## config.mk

```make
export PLATFORM = sky130hd
export DESIGN_NAME = bitmap_first_fit_chunk_allocator_core_flat
export DESIGN_NICKNAME = d
export VERILOG_FILES = /design/src/design/bfa_pkg.sv /design/src/design/bfa_if.sv /design/src/design/bfa_div.sv /design/src/design/bitmap_first_fit_chunk_allocator_core.sv /design/src/flat_wrapper.sv
export SDC_FILE = /design/constraint.sdc
export NUM_CORES = 1
export LEC_CHECK = 0
export BUFFER_PORTS_ARGS = -buffer_cell sky130_fd_sc_hd__buf_2
export CORE_MARGIN = 4
export CORE_UTILIZATION = 50
export DETAILED_ROUTE_END_ITERATION = 6
export GPL_ROUTABILITY_DRIVEN = 0
export PLACE_DENSITY_LB_ADDON = 0.15
export SLEW_MARGIN = 20
export SYNTH_ARGS = -nofsm -noshare
export SYNTH_HDL_FRONTEND = slang
export SYNTH_SLANG_ARGS = --single-unit
```

## constraint.sdc

```tcl
create_clock -name i_clk -period 12.1 [get_ports i_clk]
set_input_delay 1.21 -clock i_clk [delete_from_list [all_inputs] [get_ports i_clk]]
set_output_delay 1.21 -clock i_clk [all_outputs]
set_load 0.02 [all_outputs]
```

## src/design/bfa_pkg.sv

```systemverilog
// Shared types and constants of the bitmap first-fit chunk allocator.
`timescale 1ns / 1ps

package bfa_pkg;

    // Field widths of the request and response transactions
    localparam int REQ_W    = 21;   // request_bytes
    localparam int RSTART_W = 8;    // release_start
    localparam int CNT_W    = 9;    // release_count, chunk_count
    localparam int START_W  = 8;    // start_chunk
    localparam int OFF_W    = 20;   // byte_offset
    localparam int FREE_W   = 9;    // free_total and the free counter

    // Configuration register widths and reset values
    localparam int CB_W   = 13;     // chunk_bytes
    localparam int POOL_W = 9;      // pool_chunks
    localparam logic [CB_W-1:0]   CB_RESET   = 13'd64;
    localparam logic [POOL_W-1:0] POOL_RESET = 9'd256;

    // APB register file
    localparam int APB_ADDR_W = 3;
    localparam int APB_DATA_W = 32;

    typedef enum logic {
        REG_CHUNK_BYTES = 1'b0,
        REG_POOL_CHUNKS = 1'b1
    } t_reg_idx;

    typedef enum logic {
        CMD_ALLOC = 1'b0,
        CMD_FREE  = 1'b1
    } t_cmd;

    typedef enum logic [1:0] {
        ST_OK       = 2'd0,
        ST_NO_SPACE = 2'd1,
        ST_BAD      = 2'd2
    } t_status;

    // Result of the rounding divider
    typedef struct packed {
        logic             done;
        logic [REQ_W-1:0] quot;   // ceil(dividend / divisor)
    } t_div_res;

endpackage

```

## src/design/bfa_if.sv

```systemverilog
// Request and response channel interfaces of the chunk allocator.
`timescale 1ns / 1ps

interface bfa_req_if;
    import bfa_pkg::*;

    logic                valid;
    logic                ready;
    t_cmd                cmd;
    logic [REQ_W-1:0]    request_bytes;
    logic [RSTART_W-1:0] release_start;
    logic [CNT_W-1:0]    release_count;

    modport source (
        output valid, cmd, request_bytes, release_start, release_count,
        input  ready
    );
    modport sink (
        input  valid, cmd, request_bytes, release_start, release_count,
        output ready
    );
endinterface

interface bfa_rsp_if;
    import bfa_pkg::*;

    logic               valid;
    logic               ready;
    t_status            status;
    logic [START_W-1:0] start_chunk;
    logic [CNT_W-1:0]   chunk_count;
    logic [OFF_W-1:0]   byte_offset;
    logic [FREE_W-1:0]  free_total;

    modport source (
        output valid, status, start_chunk, chunk_count, byte_offset, free_total,
        input  ready
    );
    modport sink (
        input  valid, status, start_chunk, chunk_count, byte_offset, free_total,
        output ready
    );
endinterface

```

## src/design/bfa_div.sv

```systemverilog
// Radix-2 restoring divider that rounds the quotient up.
`timescale 1ns / 1ps

module bfa_div (
    input  logic                    i_clk,
    input  logic                    i_rst_n,
    input  logic                    i_start,
    input  logic [bfa_pkg::REQ_W-1:0] i_dividend,
    input  logic [bfa_pkg::CB_W-1:0]  i_divisor,
    output bfa_pkg::t_div_res       o_res
);
    import bfa_pkg::*;

    localparam int STEP_W = $clog2(REQ_W);

    logic              r_busy, n_busy;
    logic              r_done, n_done;
    logic [STEP_W-1:0] r_step, n_step;
    logic [CB_W-1:0]   r_rem,  n_rem;
    logic [REQ_W-1:0]  r_dvd,  n_dvd;
    logic [REQ_W-1:0]  r_quot, n_quot;
    logic [CB_W-1:0]   r_dvs,  n_dvs;

    logic [CB_W:0] w_shift;
    logic [CB_W:0] w_diff;
    logic          w_ge;

    assign w_shift = {r_rem, r_dvd[REQ_W-1]};
    assign w_diff  = w_shift - {1'b0, r_dvs};
    assign w_ge    = (w_shift >= {1'b0, r_dvs});

    always_comb begin
        n_busy = r_busy;
        n_done = 1'b0;
        n_step = r_step;
        n_rem  = r_rem;
        n_dvd  = r_dvd;
        n_quot = r_quot;
        n_dvs  = r_dvs;
        if (i_start) begin
            n_busy = 1'b1;
            n_step = '0;
            n_rem  = '0;
            n_dvd  = i_dividend;
            n_quot = '0;
            n_dvs  = i_divisor;
        end else if (r_busy) begin
            // one quotient bit per cycle, MSB first
            n_rem  = w_ge ? w_diff[CB_W-1:0] : w_shift[CB_W-1:0];
            n_quot = {r_quot[REQ_W-2:0], w_ge};
            n_dvd  = {r_dvd[REQ_W-2:0], 1'b0};
            if (r_step == STEP_W'(REQ_W - 1)) begin
                n_busy = 1'b0;
                n_done = 1'b1;
            end else begin
                n_step = r_step + 1'b1;
            end
        end
    end

    always_ff @(posedge i_clk) begin
        if (!i_rst_n) begin
            r_busy <= 1'b0;
            r_done <= 1'b0;
            r_step <= '0;
        end else begin
            r_busy <= n_busy;
            r_done <= n_done;
            r_step <= n_step;
        end
    end

    always_ff @(posedge i_clk) begin
        r_rem  <= n_rem;
        r_dvd  <= n_dvd;
        r_quot <= n_quot;
        r_dvs  <= n_dvs;
    end

    // round up when a remainder is left
    assign o_res.done = r_done;
    assign o_res.quot = r_quot + REQ_W'(r_rem != '0);

endmodule

```

## src/design/bitmap_first_fit_chunk_allocator_core.sv

```systemverilog
// Top level of the bitmap first-fit chunk allocator.
`timescale 1ns / 1ps

// The allocator keeps one free bit per chunk in a 1-bit-wide memory of
// MAX_CHUNKS entries and serves one transaction at a time. An allocate
// transaction first rounds request_bytes up to whole chunks in a bit-serial
// divider, then walks the bitmap one chunk per cycle from chunk 0 looking for
// the lowest run of free chunks, clears the run one chunk per cycle and forms
// byte_offset in the multiply state. A free transaction sweeps its run with a
// read-then-set pipeline. Rejected requests go from idle straight through the
// multiply and done states, as do allocates rejected after the divide. The
// bitmap walk through the single memory read port sets the rate. After reset
// the memory is swept to all-free and the free counter is then rebuilt; a
// write to pool_chunks while idle or counting also rebuilds the counter. No
// request is taken during either sweep; APB writes are always taken. The
// result sits in an output register, so the next request can enter while the
// last result waits.
module bitmap_first_fit_chunk_allocator_core #(
    parameter int MAX_CHUNKS = 256
) (
    input  logic                              i_clk,
    input  logic                              i_rst_n,
    // APB configuration port
    input  logic                              psel,
    input  logic                              penable,
    input  logic                              pwrite,
    input  logic [bfa_pkg::APB_ADDR_W-1:0]    paddr,
    input  logic [bfa_pkg::APB_DATA_W-1:0]    pwdata,
    output logic [bfa_pkg::APB_DATA_W-1:0]    prdata,
    output logic                              pready,
    // request and response channels
    bfa_req_if.sink                           i_req,
    bfa_rsp_if.source                         o_rsp
);
    import bfa_pkg::*;

    localparam int IW = $clog2(MAX_CHUNKS);           // chunk index
    localparam int CW = IW + 1;                       // count up to MAX_CHUNKS
    localparam int XW = (CW > POOL_W) ? CW : POOL_W;  // pool compare width
    localparam int EW = (CW > 10) ? CW : 10;          // release end compare width
    localparam int PW = IW + CB_W;                    // offset product width

    typedef enum logic [8:0] {
        S_CLEAR = 9'b000000001,
        S_COUNT = 9'b000000010,
        S_IDLE  = 9'b000000100,
        S_DIV   = 9'b000001000,
        S_SCAN  = 9'b000010000,
        S_MARK  = 9'b000100000,
        S_FREE  = 9'b001000000,
        S_MUL   = 9'b010000000,
        S_DONE  = 9'b100000000
    } t_state;

    // control state
    t_state            r_state, n_state;
    logic [CB_W-1:0]   r_chunk_bytes, n_chunk_bytes;
    logic [POOL_W-1:0] r_pool_chunks, n_pool_chunks;
    logic [CW-1:0]     r_addr, n_addr;     // read pointer or write pointer
    logic              r_chk_vld, n_chk_vld;
    logic [CW-1:0]     r_cnt, n_cnt;
    logic [CW-1:0]     r_run, n_run;
    logic [CW-1:0]     r_need, n_need;
    logic [FREE_W-1:0] r_free, n_free;
    logic              r_out_vld, n_out_vld;

    // payload
    logic [CW-1:0]     r_chk, n_chk;       // address of the read data in flight
    t_status           r_status, n_status;
    logic [IW-1:0]     r_start, n_start;
    logic [CNT_W-1:0]  r_count, n_count;
    logic [OFF_W-1:0]  r_offset;
    t_status           r_out_status;
    logic [START_W-1:0] r_out_start;
    logic [CNT_W-1:0]  r_out_count;
    logic [OFF_W-1:0]  r_out_offset;
    logic [FREE_W-1:0] r_out_free;

    // free bitmap
    logic              r_map [MAX_CHUNKS];
    logic              r_rd_data;
    logic              w_we;
    logic [IW-1:0]     w_waddr;
    logic              w_wdata;

    logic              w_wr;
    logic              w_wr_cb;
    logic              w_wr_pool;
    logic [XW-1:0]     w_pool_x;
    logic [CW-1:0]     w_pool_eff;
    logic              w_acc;
    logic              w_alloc_ok;
    logic [9:0]        w_rel_end;
    logic              w_rel_ok;
    logic              w_need_ok;
    logic              w_out_load;
    logic [PW-1:0]     w_prod;
    logic [CW-1:0]     w_found;
    t_div_res          w_div;

    // ---------------- APB register file ----------------
    assign pready    = 1'b1;
    assign w_wr      = psel && penable && pwrite;
    assign w_wr_cb   = w_wr && (t_reg_idx'(paddr[2]) == REG_CHUNK_BYTES);
    assign w_wr_pool = w_wr && (t_reg_idx'(paddr[2]) == REG_POOL_CHUNKS);

    always_comb begin
        unique case (t_reg_idx'(paddr[2]))
            REG_CHUNK_BYTES: prdata = APB_DATA_W'(r_chunk_bytes);
            REG_POOL_CHUNKS: prdata = APB_DATA_W'(r_pool_chunks);
            default:         prdata = '0;
        endcase
    end

    assign n_chunk_bytes = w_wr_cb   ? pwdata[CB_W-1:0]   : r_chunk_bytes;
    assign n_pool_chunks = w_wr_pool ? pwdata[POOL_W-1:0] : r_pool_chunks;

    // effective pool: min(pool_chunks, MAX_CHUNKS)
    assign w_pool_x   = (XW'(r_pool_chunks) < XW'(MAX_CHUNKS)) ?
                        XW'(r_pool_chunks) : XW'(MAX_CHUNKS);
    assign w_pool_eff = CW'(w_pool_x);

    // ---------------- request decode ----------------
    // hold off requests in the cycle that rewrites the pool size
    assign i_req.ready = (r_state == S_IDLE) && !w_wr_pool;
    assign w_acc       = i_req.valid && i_req.ready;
    assign w_alloc_ok  = (r_chunk_bytes != '0) && (i_req.request_bytes != '0);
    assign w_rel_end   = 10'(i_req.release_start) + 10'(i_req.release_count);
    assign w_rel_ok    = (i_req.release_count != '0) &&
                         (EW'(w_rel_end) <= EW'(w_pool_eff));
    assign w_need_ok   = (w_div.quot <= REQ_W'(w_pool_eff));
    // start of the run that completes at the chunk now read
    assign w_found     = r_chk + CW'(1) - r_need;

    bfa_div u_div (
        .i_clk      (i_clk),
        .i_rst_n    (i_rst_n),
        .i_start    (w_acc && (i_req.cmd == CMD_ALLOC) && w_alloc_ok),
        .i_dividend (i_req.request_bytes),
        .i_divisor  (r_chunk_bytes),
        .o_res      (w_div)
    );

    // ---------------- sequencer ----------------
    always_comb begin
        n_state    = r_state;
        n_addr     = r_addr;
        n_chk      = r_chk;
        n_chk_vld  = r_chk_vld;
        n_cnt      = r_cnt;
        n_run      = r_run;
        n_need     = r_need;
        n_free     = r_free;
        n_status   = r_status;
        n_start    = r_start;
        n_count    = r_count;
        n_out_vld  = r_out_vld;
        w_out_load = 1'b0;
        w_we       = 1'b0;
        w_waddr    = r_addr[IW-1:0];
        w_wdata    = 1'b0;

        // drop the result once the sink takes it
        if (r_out_vld && o_rsp.ready) begin
            n_out_vld = 1'b0;
        end

        unique case (r_state)
            S_CLEAR: begin
                // mark every chunk free, then rebuild the counter
                w_we    = 1'b1;
                w_wdata = 1'b1;
                n_addr  = r_addr + 1'b1;
                if (r_addr == CW'(MAX_CHUNKS - 1)) begin
                    n_state   = S_COUNT;
                    n_addr    = '0;
                    n_chk_vld = 1'b0;
                    n_free    = '0;
                end
            end

            S_COUNT: begin
                if (r_addr < w_pool_eff) begin
                    n_addr    = r_addr + 1'b1;
                    n_chk_vld = 1'b1;
                end else begin
                    n_chk_vld = 1'b0;
                end
                if (r_chk_vld && r_rd_data) begin
                    n_free = r_free + 1'b1;
                end
                if (!r_chk_vld && (r_addr >= w_pool_eff)) begin
                    n_state = S_IDLE;
                end
            end

            S_IDLE: begin
                if (w_acc) begin
                    n_status = ST_BAD;
                    n_start  = '0;
                    n_count  = '0;
                    n_state  = S_MUL;
                    if (i_req.cmd == CMD_ALLOC) begin
                        if (w_alloc_ok) begin
                            n_state = S_DIV;
                        end
                    end else if (w_rel_ok) begin
                        n_status  = ST_OK;
                        n_start   = IW'(i_req.release_start);
                        n_count   = i_req.release_count;
                        n_addr    = CW'(i_req.release_start);
                        n_cnt     = CW'(i_req.release_count);
                        n_chk_vld = 1'b0;
                        n_state   = S_FREE;
                    end
                end
            end

            S_DIV: begin
                if (w_div.done) begin
                    if (w_need_ok) begin
                        n_need    = CW'(w_div.quot);
                        n_addr    = '0;
                        n_chk_vld = 1'b0;
                        n_run     = '0;
                        n_state   = S_SCAN;
                    end else begin
                        n_status = ST_BAD;
                        n_start  = '0;
                        n_count  = '0;
                        n_state  = S_MUL;
                    end
                end
            end

            S_SCAN: begin
                // issue one bitmap read per cycle and check its data in the cycle after
                if (r_addr < w_pool_eff) begin
                    n_addr    = r_addr + 1'b1;
                    n_chk     = r_addr;
                    n_chk_vld = 1'b1;
                end else begin
                    n_chk_vld = 1'b0;
                end
                if (r_chk_vld) begin
                    if (r_rd_data) begin
                        if ((r_run + CW'(1)) == r_need) begin
                            n_status = ST_OK;
                            n_start  = IW'(w_found);
                            n_count  = CNT_W'(r_need);
                            n_free   = r_free - FREE_W'(r_need);
                            n_addr   = w_found;
                            n_cnt    = r_need;
                            n_state  = S_MARK;
                        end else begin
                            n_run = r_run + 1'b1;
                        end
                    end else begin
                        n_run = '0;
                    end
                end else if (r_addr >= w_pool_eff) begin
                    n_status = ST_NO_SPACE;
                    n_start  = '0;
                    n_count  = '0;
                    n_state  = S_MUL;
                end
            end

            S_MARK: begin
                w_we   = 1'b1;
                n_addr = r_addr + 1'b1;
                n_cnt  = r_cnt - 1'b1;
                if (r_cnt == CW'(1)) begin
                    n_state = S_MUL;
                end
            end

            S_FREE: begin
                // read each chunk, set it in the following cycle, count if it was used
                if (r_cnt != '0) begin
                    n_addr    = r_addr + 1'b1;
                    n_cnt     = r_cnt - 1'b1;
                    n_chk     = r_addr;
                    n_chk_vld = 1'b1;
                end else begin
                    n_chk_vld = 1'b0;
                end
                if (r_chk_vld) begin
                    w_we    = 1'b1;
                    w_waddr = r_chk[IW-1:0];
                    w_wdata = 1'b1;
                    if (!r_rd_data) begin
                        n_free = r_free + 1'b1;
                    end
                end
                if ((r_cnt == '0) && !r_chk_vld) begin
                    n_state = S_MUL;
                end
            end

            S_MUL: begin
                n_state = S_DONE;
            end

            S_DONE: begin
                // wait for the output register to be free
                if (!r_out_vld || o_rsp.ready) begin
                    w_out_load = 1'b1;
                    n_out_vld  = 1'b1;
                    n_state    = S_IDLE;
                end
            end

            default: begin
                n_state = S_IDLE;
            end
        endcase

        // a new pool size written while idle or counting restarts the free count
        if (w_wr_pool && ((r_state == S_IDLE) || (r_state == S_COUNT))) begin
            n_state   = S_COUNT;
            n_addr    = '0;
            n_chk_vld = 1'b0;
            n_free    = '0;
        end
    end

    always_ff @(posedge i_clk) begin
        if (!i_rst_n) begin
            r_state       <= S_CLEAR;
            r_chunk_bytes <= CB_RESET;
            r_pool_chunks <= POOL_RESET;
            r_addr        <= '0;
            r_chk_vld     <= 1'b0;
            r_cnt         <= '0;
            r_run         <= '0;
            r_need        <= '0;
            r_free        <= '0;
            r_out_vld     <= 1'b0;
        end else begin
            r_state       <= n_state;
            r_chunk_bytes <= n_chunk_bytes;
            r_pool_chunks <= n_pool_chunks;
            r_addr        <= n_addr;
            r_chk_vld     <= n_chk_vld;
            r_cnt         <= n_cnt;
            r_run         <= n_run;
            r_need        <= n_need;
            r_free        <= n_free;
            r_out_vld     <= n_out_vld;
        end
    end

    // offset multiply: start chunk times chunk size
    assign w_prod = PW'(r_start) * PW'(r_chunk_bytes);

    always_ff @(posedge i_clk) begin
        r_chk    <= n_chk;
        r_status <= n_status;
        r_start  <= n_start;
        r_count  <= n_count;
        if (r_state == S_MUL) begin
            r_offset <= OFF_W'(w_prod);
        end
        if (w_out_load) begin
            r_out_status <= r_status;
            r_out_start  <= START_W'(r_start);
            r_out_count  <= r_count;
            r_out_offset <= r_offset;
            r_out_free   <= r_free;
        end
    end

    // bitmap memory: one write and one registered read per cycle
    always_ff @(posedge i_clk) begin
        if (w_we) begin
            r_map[w_waddr] <= w_wdata;
        end
        r_rd_data <= r_map[r_addr[IW-1:0]];
    end

    assign o_rsp.valid       = r_out_vld;
    assign o_rsp.status      = r_out_status;
    assign o_rsp.start_chunk = r_out_start;
    assign o_rsp.chunk_count = r_out_count;
    assign o_rsp.byte_offset = r_out_offset;
    assign o_rsp.free_total  = r_out_free;

`ifndef SYNTHESIS
    // the free counter never claims more chunks than the pool holds
    a_free_in_pool: assert property (@(posedge i_clk) disable iff (!i_rst_n)
        (r_state == S_IDLE) |-> (XW'(r_free) <= XW'(w_pool_eff)))
        else $error("free counter exceeds pool size");

    // an accepted request always leaves the idle state
    a_acc_busy: assert property (@(posedge i_clk) disable iff (!i_rst_n)
        w_acc |=> (r_state != S_IDLE))
        else $error("request accepted but sequencer stayed idle");

    // the divider only finishes while the sequencer waits for it
    a_div_done: assert property (@(posedge i_clk) disable iff (!i_rst_n)
        w_div.done |-> (r_state == S_DIV))
        else $error("divider finished outside the divide step");

    // failed results carry no run
    a_fail_empty: assert property (@(posedge i_clk) disable iff (!i_rst_n)
        (o_rsp.valid && (o_rsp.status != ST_OK)) |->
        ((o_rsp.chunk_count == '0) && (o_rsp.byte_offset == '0) &&
         (o_rsp.start_chunk == '0)))
        else $error("failed result reports a run");
`endif

endmodule

```

## src/flat_wrapper.sv

```systemverilog
// flat-port wrapper written by rule: the top's interface ports become plain ports
module bitmap_first_fit_chunk_allocator_core_flat import bfa_pkg::*;
#(
    parameter int MAX_CHUNKS = 256
)
  (i_clk, i_rst_n, psel, penable, pwrite, paddr, pwdata, prdata, pready, i_req_valid, i_req_cmd, i_req_request_bytes, i_req_release_start, i_req_release_count, i_req_ready, o_rsp_valid, o_rsp_status, o_rsp_start_chunk, o_rsp_chunk_count, o_rsp_byte_offset, o_rsp_free_total, o_rsp_ready);
  bfa_req_if i_req_i ();
  bfa_rsp_if o_rsp_i ();
  input  logic i_clk;
  input  logic i_rst_n;
  input  logic psel;
  input  logic penable;
  input  logic pwrite;
  input  logic [bfa_pkg::APB_ADDR_W-1:0] paddr;
  input  logic [bfa_pkg::APB_DATA_W-1:0] pwdata;
  output logic [bfa_pkg::APB_DATA_W-1:0] prdata;
  output logic pready;
  input wire logic [$bits(i_req_i.valid)-1:0] i_req_valid;
  input wire logic [$bits(i_req_i.cmd)-1:0] i_req_cmd;
  input wire logic [$bits(i_req_i.request_bytes)-1:0] i_req_request_bytes;
  input wire logic [$bits(i_req_i.release_start)-1:0] i_req_release_start;
  input wire logic [$bits(i_req_i.release_count)-1:0] i_req_release_count;
  output wire logic [$bits(i_req_i.ready)-1:0] i_req_ready;
  output wire logic [$bits(o_rsp_i.valid)-1:0] o_rsp_valid;
  output wire logic [$bits(o_rsp_i.status)-1:0] o_rsp_status;
  output wire logic [$bits(o_rsp_i.start_chunk)-1:0] o_rsp_start_chunk;
  output wire logic [$bits(o_rsp_i.chunk_count)-1:0] o_rsp_chunk_count;
  output wire logic [$bits(o_rsp_i.byte_offset)-1:0] o_rsp_byte_offset;
  output wire logic [$bits(o_rsp_i.free_total)-1:0] o_rsp_free_total;
  input wire logic [$bits(o_rsp_i.ready)-1:0] o_rsp_ready;
  assign i_req_i.valid = i_req_valid;
  assign i_req_i.cmd = i_req_cmd;
  assign i_req_i.request_bytes = i_req_request_bytes;
  assign i_req_i.release_start = i_req_release_start;
  assign i_req_i.release_count = i_req_release_count;
  assign i_req_ready = i_req_i.ready;
  assign o_rsp_valid = o_rsp_i.valid;
  assign o_rsp_status = o_rsp_i.status;
  assign o_rsp_start_chunk = o_rsp_i.start_chunk;
  assign o_rsp_chunk_count = o_rsp_i.chunk_count;
  assign o_rsp_byte_offset = o_rsp_i.byte_offset;
  assign o_rsp_free_total = o_rsp_i.free_total;
  assign o_rsp_i.ready = o_rsp_ready;
  bitmap_first_fit_chunk_allocator_core #(.MAX_CHUNKS(MAX_CHUNKS)) u_core (.i_clk(i_clk), .i_rst_n(i_rst_n), .psel(psel), .penable(penable), .pwrite(pwrite), .paddr(paddr), .pwdata(pwdata), .prdata(prdata), .pready(pready), .i_req(i_req_i), .o_rsp(o_rsp_i));
endmodule
```

; ---- Word level (Yosys, flattened, before mapping)
; Memories as Yosys holds them, arrays and structs flattened. A register that Yosys moved wholly into a read port is not among the register bits.
; Cells that the tools add are included.
[word_totals]
regBits = 249
ramBits = 256
input_bits = 81
output_inout_bits = 83
word_cells = 258
memories = 1
[memory_table]
columns = name, depth, width, read_ports, rd_ports_with_merged_regs, wr, line_no
row1 = u_core.r_map, 256, 1, 1, 1, 1, bitmap_first_fit_chunk_allocator_core.sv:80  ; logic r_map [MAX_CHUNKS];
[classes]
addsub = 11
mul = 1
n_lt_le_gt_ge = 6
eq_ne = 46
muxes = 110
n_bitwise = 5
n_reduce_logical = 50
[ops]
columns = operator, n
row1 = 9-bit two-way mux, 50
row2 = 8-bit two-way mux, 14
row3 = 9-bit one-hot mux with 9 select lines, 1
row4 = 9-bit one-hot mux with 4 select lines, 2
row5 = 32-bit one-hot mux with 2 select lines, 1
row6 = 9-bit one-hot mux with 7 select lines, 1
row7 = 21-bit two-way mux, 2
row8 = "9-bit by 1-bit adder with 9-bit output, second input constant", 4
row9 = 9-bit one-hot mux with 2 select lines, 2
row10 = "2-bit by 1-bit != test with 1-bit output, second input constant", 15
row11 = 9-bit one-hot mux with 3 select lines, 1
row12 = 13-bit nonzero test, 2
row13 = 8-bit one-hot mux with 3 select lines, 1
row14 = 21-bit by 1-bit adder with 21-bit output, 1
row15 = 21-bit by 9-bit less-or-equal comparator with 1-bit output, 1
row16 = 7-bit AND reduction, 3
row17 = 21-bit nonzero test, 1
row18 = 8-bit by 13-bit multiplier with 20-bit output, 1
row19 = 1-bit two-way mux, 20
row20 = 2-bit two-way mux, 10
row21 = 10-bit AND reduction, 2
row22 = "9-bit by 1-bit equality test with 1-bit output, second input constant", 2
row23 = "9-bit by 8-bit equality test with 1-bit output, second input constant", 2
row24 = 9-bit nonzero test, 2
row25 = 45 further kinds, 88

; ---- Longest topological paths before layout
[logic_depth]
word_depth = 9
depth_mapped = 19
ltp_nobuf = 18

; ---- Cells and area by module
; From an unflattened synthesis, not the netlist that was laid out.
[hier_totals]
cells_unflattened = 2509
hier_area_um2 = 28274.6
[modules_own_cells]
columns = mod, instances, cells_per_inst, area_per_inst_um2, seq_area_each_um2
row1 = bitmap_first_fit_chunk_allocator_core, 1, 2126, 24290.8, 12151.7
row2 = bfa_div, 1, 383, 3983.8, 1841.8

; ---- Worst setup path after synthesis
; Ideal clock, no wire load.
[synth_timing]
path_kind = register -> register
start = register u_core.r_state[8]
end = memory u_core.r_map[0] (data pin)
setup_ns = 2.192
arrival_time_ns = 11.222
required_time_ns = 9.908
setup_slack_ns = -1.314
stages_incl_launch_ff = 6
n_path_buf = 1
synth_period_minus_slack_ns = 13.414
cell_sequence = dfxtp_1 -> clkbuf_1 -> or3_1 -> nor2_1 -> nand3_1 -> o21ai_0
[synth_between]
elab_chain_len = 2
elab_cells_between_ends = 3
classes_between = 2 x eq/ne / 1 x mux
[synth_rtl]
columns = item, line_no
row1 = start: declaration, bitmap_first_fit_chunk_allocator_core.sv:56  ; t_state r_state, n_state;
row2 = start signal: assignment, bitmap_first_fit_chunk_allocator_core.sv:341  ; r_state <= n_state;
row3 = 9-bit by 7-bit equality test with 1-bit output / 9-bit by 1-bit equality test with 1-bit output (equally long branches), bitmap_first_fit_chunk_allocator_core.sv:168  ; unique case (r_state)
row4 = 1-bit one-hot mux with 2 select lines *, bitmap_first_fit_chunk_allocator_core.sv:168
row5 = via u_core.w_wdata, bitmap_first_fit_chunk_allocator_core.sv:84  ; logic w_wdata;
row6 = end: declaration, bitmap_first_fit_chunk_allocator_core.sv:80
; The timed path passes the listed nets; every way through them passes the cells marked *.

; ---- Worst setup path in the final report
[layout_timing]
start = register u_core.r_start[4]
end = register u_core.r_offset[17] (data pin)
[layout_between]
elab_chain_len = 1
[layout_rtl]
columns = item, line_no
row1 = start: declaration, bitmap_first_fit_chunk_allocator_core.sv:70  ; logic [IW-1:0] r_start, n_start;
row2 = start signal: assignment, bitmap_first_fit_chunk_allocator_core.sv:360  ; r_start <= n_start;
row3 = 8-bit by 13-bit multiplier with 20-bit output, bitmap_first_fit_chunk_allocator_core.sv:355  ; assign w_prod = PW'(r_start) * PW'(r_chunk_bytes);
row4 = via u_core.w_prod[17], bitmap_first_fit_chunk_allocator_core.sv:97  ; logic [PW-1:0] w_prod;
row5 = end signal: assignment, bitmap_first_fit_chunk_allocator_core.sv:363  ; r_offset <= OFF_W'(w_prod);
row6 = end: declaration, bitmap_first_fit_chunk_allocator_core.sv:72  ; logic [OFF_W-1:0] r_offset;
; The timed path passes the listed nets, and every way through them passes these cells.
; A chain may end at the register's enable or synchronous reset.

==> results.md <==
Place:
- After legalization and detailed placement, the total HPWL measured about 47 mm.
- During placement, the flow inserted port buffers numbering 122.
- The total instance count after detailed placement is about 3300.

Routing:
- Dividing the detail-routed via count by the number of cells gives 5.83.
- The post-route DRC violation count is 0.
- The post-detailed-route count of antenna-violating nets is 0.
- The count of vias placed by the detailed router is ~20000.
- The wire length per cell is 20.6 um.
- Before antenna repair, the detailed router went through 5 iterations.
- After detailed routing, the total wire length is approximately 70 mm.
- In this run, the number of DRC markers left after iteration 0 of detailed routing was about 1800.

Die:
- From bottom edge to top edge, the die measures between 200 and 250 um.
- The initial standard-cell utilization of the core is 50.9%.
- The number of rows in the core area is 86.
- Measured along the x axis, the die boundary spans 246 um.
- The floorplan step defined a die boundary enclosing 60300 um^2.
- In this run the count of I/O pins placed on the die edge is ~160.
- The core region is about 56000 um^2.

STA:
- The highest clock frequency the design can meet is 180 MHz.
- The ratio of final minimum period to clock period is 45.9%.
- The clock arrives with between 0.03 and 0.04 ns of skew.
- The worst hold slack after final layout is 0.417 ns.
- Setup repair after global routing left no endpoint under its margin.
- Setup violations remaining at the end of the flow were counted as 0.
- The normalized max-slew margin is approximately a quarter.
- The total count of hold-check failures in the final report was 0.
- For the pin with the worst max-slew slack, the measured transition is between 1 and 1.5 ns.
- Adding up every negative setup slack in the final design gives 0 ns.
- The max-slew violation count came to 0.
- The post-route minimum period is around 5.6 ns.

Critical path:
- The arrival time at the worst endpoint is 5.91 ns.
- The critical path data required time is 12.46 ns.
- The maximum fanout along the worst path is 14.
- The launching element type of the critical path is a flip-flop.
- The endpoint kind of the worst setup timing path is a flip-flop.
- The setup path with the least slack is of type flip-flop to flip-flop.

Cells and area:
- The library cell used most frequently in the layout, excluding fill and tap cells, is sky130_fd_sc_hd__nor2_1.
- Across the whole layout, storage elements account for between 10000 and 15000 um^2.
- The library cells used most frequently in the layout, excluding fill and tap cells, are 397 x sky130_fd_sc_hd__nor2_1, 386 x sky130_fd_sc_hd__edfxtp_1, 273 x sky130_fd_sc_hd__nand2_1, 154 x sky130_fd_sc_hd__inv_1.
- The area added between synthesis and finish is 10.3%.
- Excluding fillers, the count of instances in the completed layout stands at 3418.
- The final net count is 2895.
- In the final layout, the share of cells above drive strength 1 is between 10% and 20%.
- The count of fill cells added during filler insertion is 4760.
- The share of the core filled with cells in the final layout is a little under three fifths.
- In the final layout, the multi-input gates occupy 13000 um^2.

Global route:
- The maximum number of pins on one net before global-route repair is 140.
- The total congestion overflow after global routing is 0.
- Global routing used around 38% of the available met2 tracks.
- The met3 track utilization from global routing is 4.17%.
- In the global route stage, met1 resource usage came out at between 30% and 40%.
- The via count of the first global-routing pass is a little under 20000.
- The global-route wire length before repair is 110 mm.
- In this run the most used layer during global routing was met2.
- Global routing used a little under a quarter of the available tracks across all layers.
- The number of antenna violations at the first check in global routing is 3.

Clock tree:
- The clock passes through at most 3 buffers.
- The root buffer cell chosen for the clock tree is sky130_fd_sc_hd__clkbuf_16.
- The clock reaches the later pin of the worst-skew pair after approximately 0.64 ns.
- The clock-pin slew on the worst setup and hold paths is about 0.06 ns.
- The number of clock sinks is 506.
- The H-tree generated during clock tree synthesis spans 2 levels.
- The count of buffers added by post-CTS timing repair for setup is 0.
- For this design, the CTS-stage hold fixing added 0 buffers.
- The CTS tree is built.
- The TritonCTS buffer count is 53.
- The number of gates resized after CTS was 0.

Job:
- The max capacitance violation total is 0.

Synth:
- Summing the sequential cell areas from Yosys gives 49.6% of the chip area.
- The number of warnings reported in the yosys synthesis log is 0.
- Counting distinct cell types in the post-synthesis netlist gives just over 90.
- Yosys mapped a number of flops with a built-in enable equal to 386.
- The number of synthesized register bits is 506.
- The gate count after technology mapping is 2568.
- The mapped netlist covers 28200 um^2.
- The mean area per synthesized cell is around 11 um^2.
- The share of flip-flops with an asynchronous set or reset after synthesis is 0%.
- The most used flip-flop cell after synthesis is sky130_fd_sc_hd__edfxtp_1.

Worst hold path:
- The worst hold-check path type is flip-flop to flip-flop.

Power and ir drop:
- IR analysis of the VDD net gives a maximum drop of between 150 and 200 uV.
- The design draws between 5 and 6 mW.
- The leakage component of the power is between 10 and 15 nW.
- In this run the power density over the cells is 181 nW/um^2.

Run status:
- The run finished with clean final reports.
==> metrics by stage <==
stage	setup slack, ns	cell area [um^2]
floorplan	3.08	28300
global placement	6.63	29300
detailed placement	6.57	29300
CTS	6.56	31200
global route	6.25	31200
finish	6.54	31200
==> cell type report <==
type / count / share of cell area, %
Sequential cell: 506 / 44.9
Multi-Input combinational cell: 1761 / 41.7
Clock buffer: 62 / 4.40
Tap cell: 748 / 3.00
Timing Repair Buffer: 145 / 2.53
Inverter: 156 / 1.88
Clock inverter: 38 / 1.53
Antenna cell: 2 / 0.0161
==> metal layers <==
| metal | up-vias | share of wire, % |
|---|---|---|
| met3 | 133 | 8.0 |
| met4 | 6 | 2.8 |
| met2 | 731 | 47 |
| met5 | - | 0.063 |
| li1 | 9219 | - |
| met1 | 9850 | 42 |
==> critical path, stage by stage, from the launching register on <==
cell                       delay (ns)
sky130_fd_sc_hd__edfxtp_1        0.62
sky130_fd_sc_hd__and2_1          0.29
sky130_fd_sc_hd__fa_1            0.53
sky130_fd_sc_hd__inv_1           0.05
sky130_fd_sc_hd__fa_1            0.48
sky130_fd_sc_hd__fa_1            0.54
sky130_fd_sc_hd__inv_1           0.05
sky130_fd_sc_hd__fa_1            0.47
sky130_fd_sc_hd__ha_1            0.35
sky130_fd_sc_hd__a21boi_0        0.18
sky130_fd_sc_hd__o41ai_1         0.43
sky130_fd_sc_hd__o21ai_0         0.22
sky130_fd_sc_hd__o41ai_1         0.62
sky130_fd_sc_hd__o21ai_0         0.26
sky130_fd_sc_hd__xnor2_1         0.18
==> kinds of logic after synthesis <==
kind of cell             count (synthesis)  share of synthesized area, %
AND/OR/NAND/NOR                        979                          15.9
flip-flops                             506                          49.6
AO/OA/AOI/OAI                          365                          8.77
buffers and inverters                  319                          4.79
adder cells (fa/ha/maj)                191                          10.3
multiplexers                           126                          8.23
XOR/XNOR                                80                          2.48
other                                    2                        0.0266
==> state kept, by name, indices dropped and copies added (netlist names), 13 cells and up <==
register / cells
u_core.r_offset: 20
u_core.r_map: 256
u_core.u_div.r_dvd: 21
u_core.r_chunk_bytes: 13
u_core.u_div.r_quot: 21
u_core.u_div.r_dvs: 13
u_core.u_div.r_rem: 13
u_core.o_rsp.byte_offset: 20
==> synthesized netlist by cell type, types with 25 or more instances <==
| master | instances | area (um^2) |
|---|---|---|
| sky130_fd_sc_hd__fa_1 | 69 | 1380 |
| sky130_fd_sc_hd__and2_1 | 69 | 432 |
| sky130_fd_sc_hd__dfxtp_1 | 120 | 2400 |
| sky130_fd_sc_hd__mux4_2 | 84 | 1890 |
| sky130_fd_sc_hd__xor2_1 | 25 | 219 |
| sky130_fd_sc_hd__inv_1 | 155 | 582 |
| sky130_fd_sc_hd__o21ai_0 | 66 | 330 |
| sky130_fd_sc_hd__mux2i_1 | 32 | 320 |
| sky130_fd_sc_hd__ha_1 | 122 | 1530 |
| sky130_fd_sc_hd__clkbuf_1 | 92 | 345 |
| sky130_fd_sc_hd__nand3_1 | 43 | 215 |
| sky130_fd_sc_hd__nor2_1 | 397 | 1490 |
| sky130_fd_sc_hd__a21oi_1 | 110 | 551 |
| sky130_fd_sc_hd__xnor2_1 | 55 | 482 |
| sky130_fd_sc_hd__edfxtp_1 | 386 | 11600 |
| sky130_fd_sc_hd__buf_2 | 39 | 195 |
| sky130_fd_sc_hd__nor3_1 | 46 | 230 |
| sky130_fd_sc_hd__nand2_1 | 273 | 1020 |
==> path summary, 6_finish.rpt <==
path,start,to,slack (ns),cells past startpoint
worst min-delay path,u_core.r_offset[8]$_DFFE_PP_,u_core.o_rsp.byte_offset[8]$_DFFE_PP_,0.42,0
worst min register to register,u_core.r_offset[8]$_DFFE_PP_,u_core.o_rsp.byte_offset[8]$_DFFE_PP_,0.42,0
worst max-delay path,u_core.r_start[4]$_DFFE_PP_,u_core.r_offset[17]$_DFFE_PP_,6.54,14
worst max register to register,u_core.r_start[4]$_DFFE_PP_,u_core.r_offset[17]$_DFFE_PP_,6.54,14
==> where the power goes <==
| group | leakage (nW) | switching [mW] | internal (mW) |
|---|---|---|---|
| sequential | 4.49 | 0.150 | 2.18 |
| clock | 0.894 | 0.709 | 0.992 |
| combinational | 6.00 | 0.972 | 0.628 |
| total | 11.4 | 1.83 | 3.80 |
(Power assumes the default switching activity.)
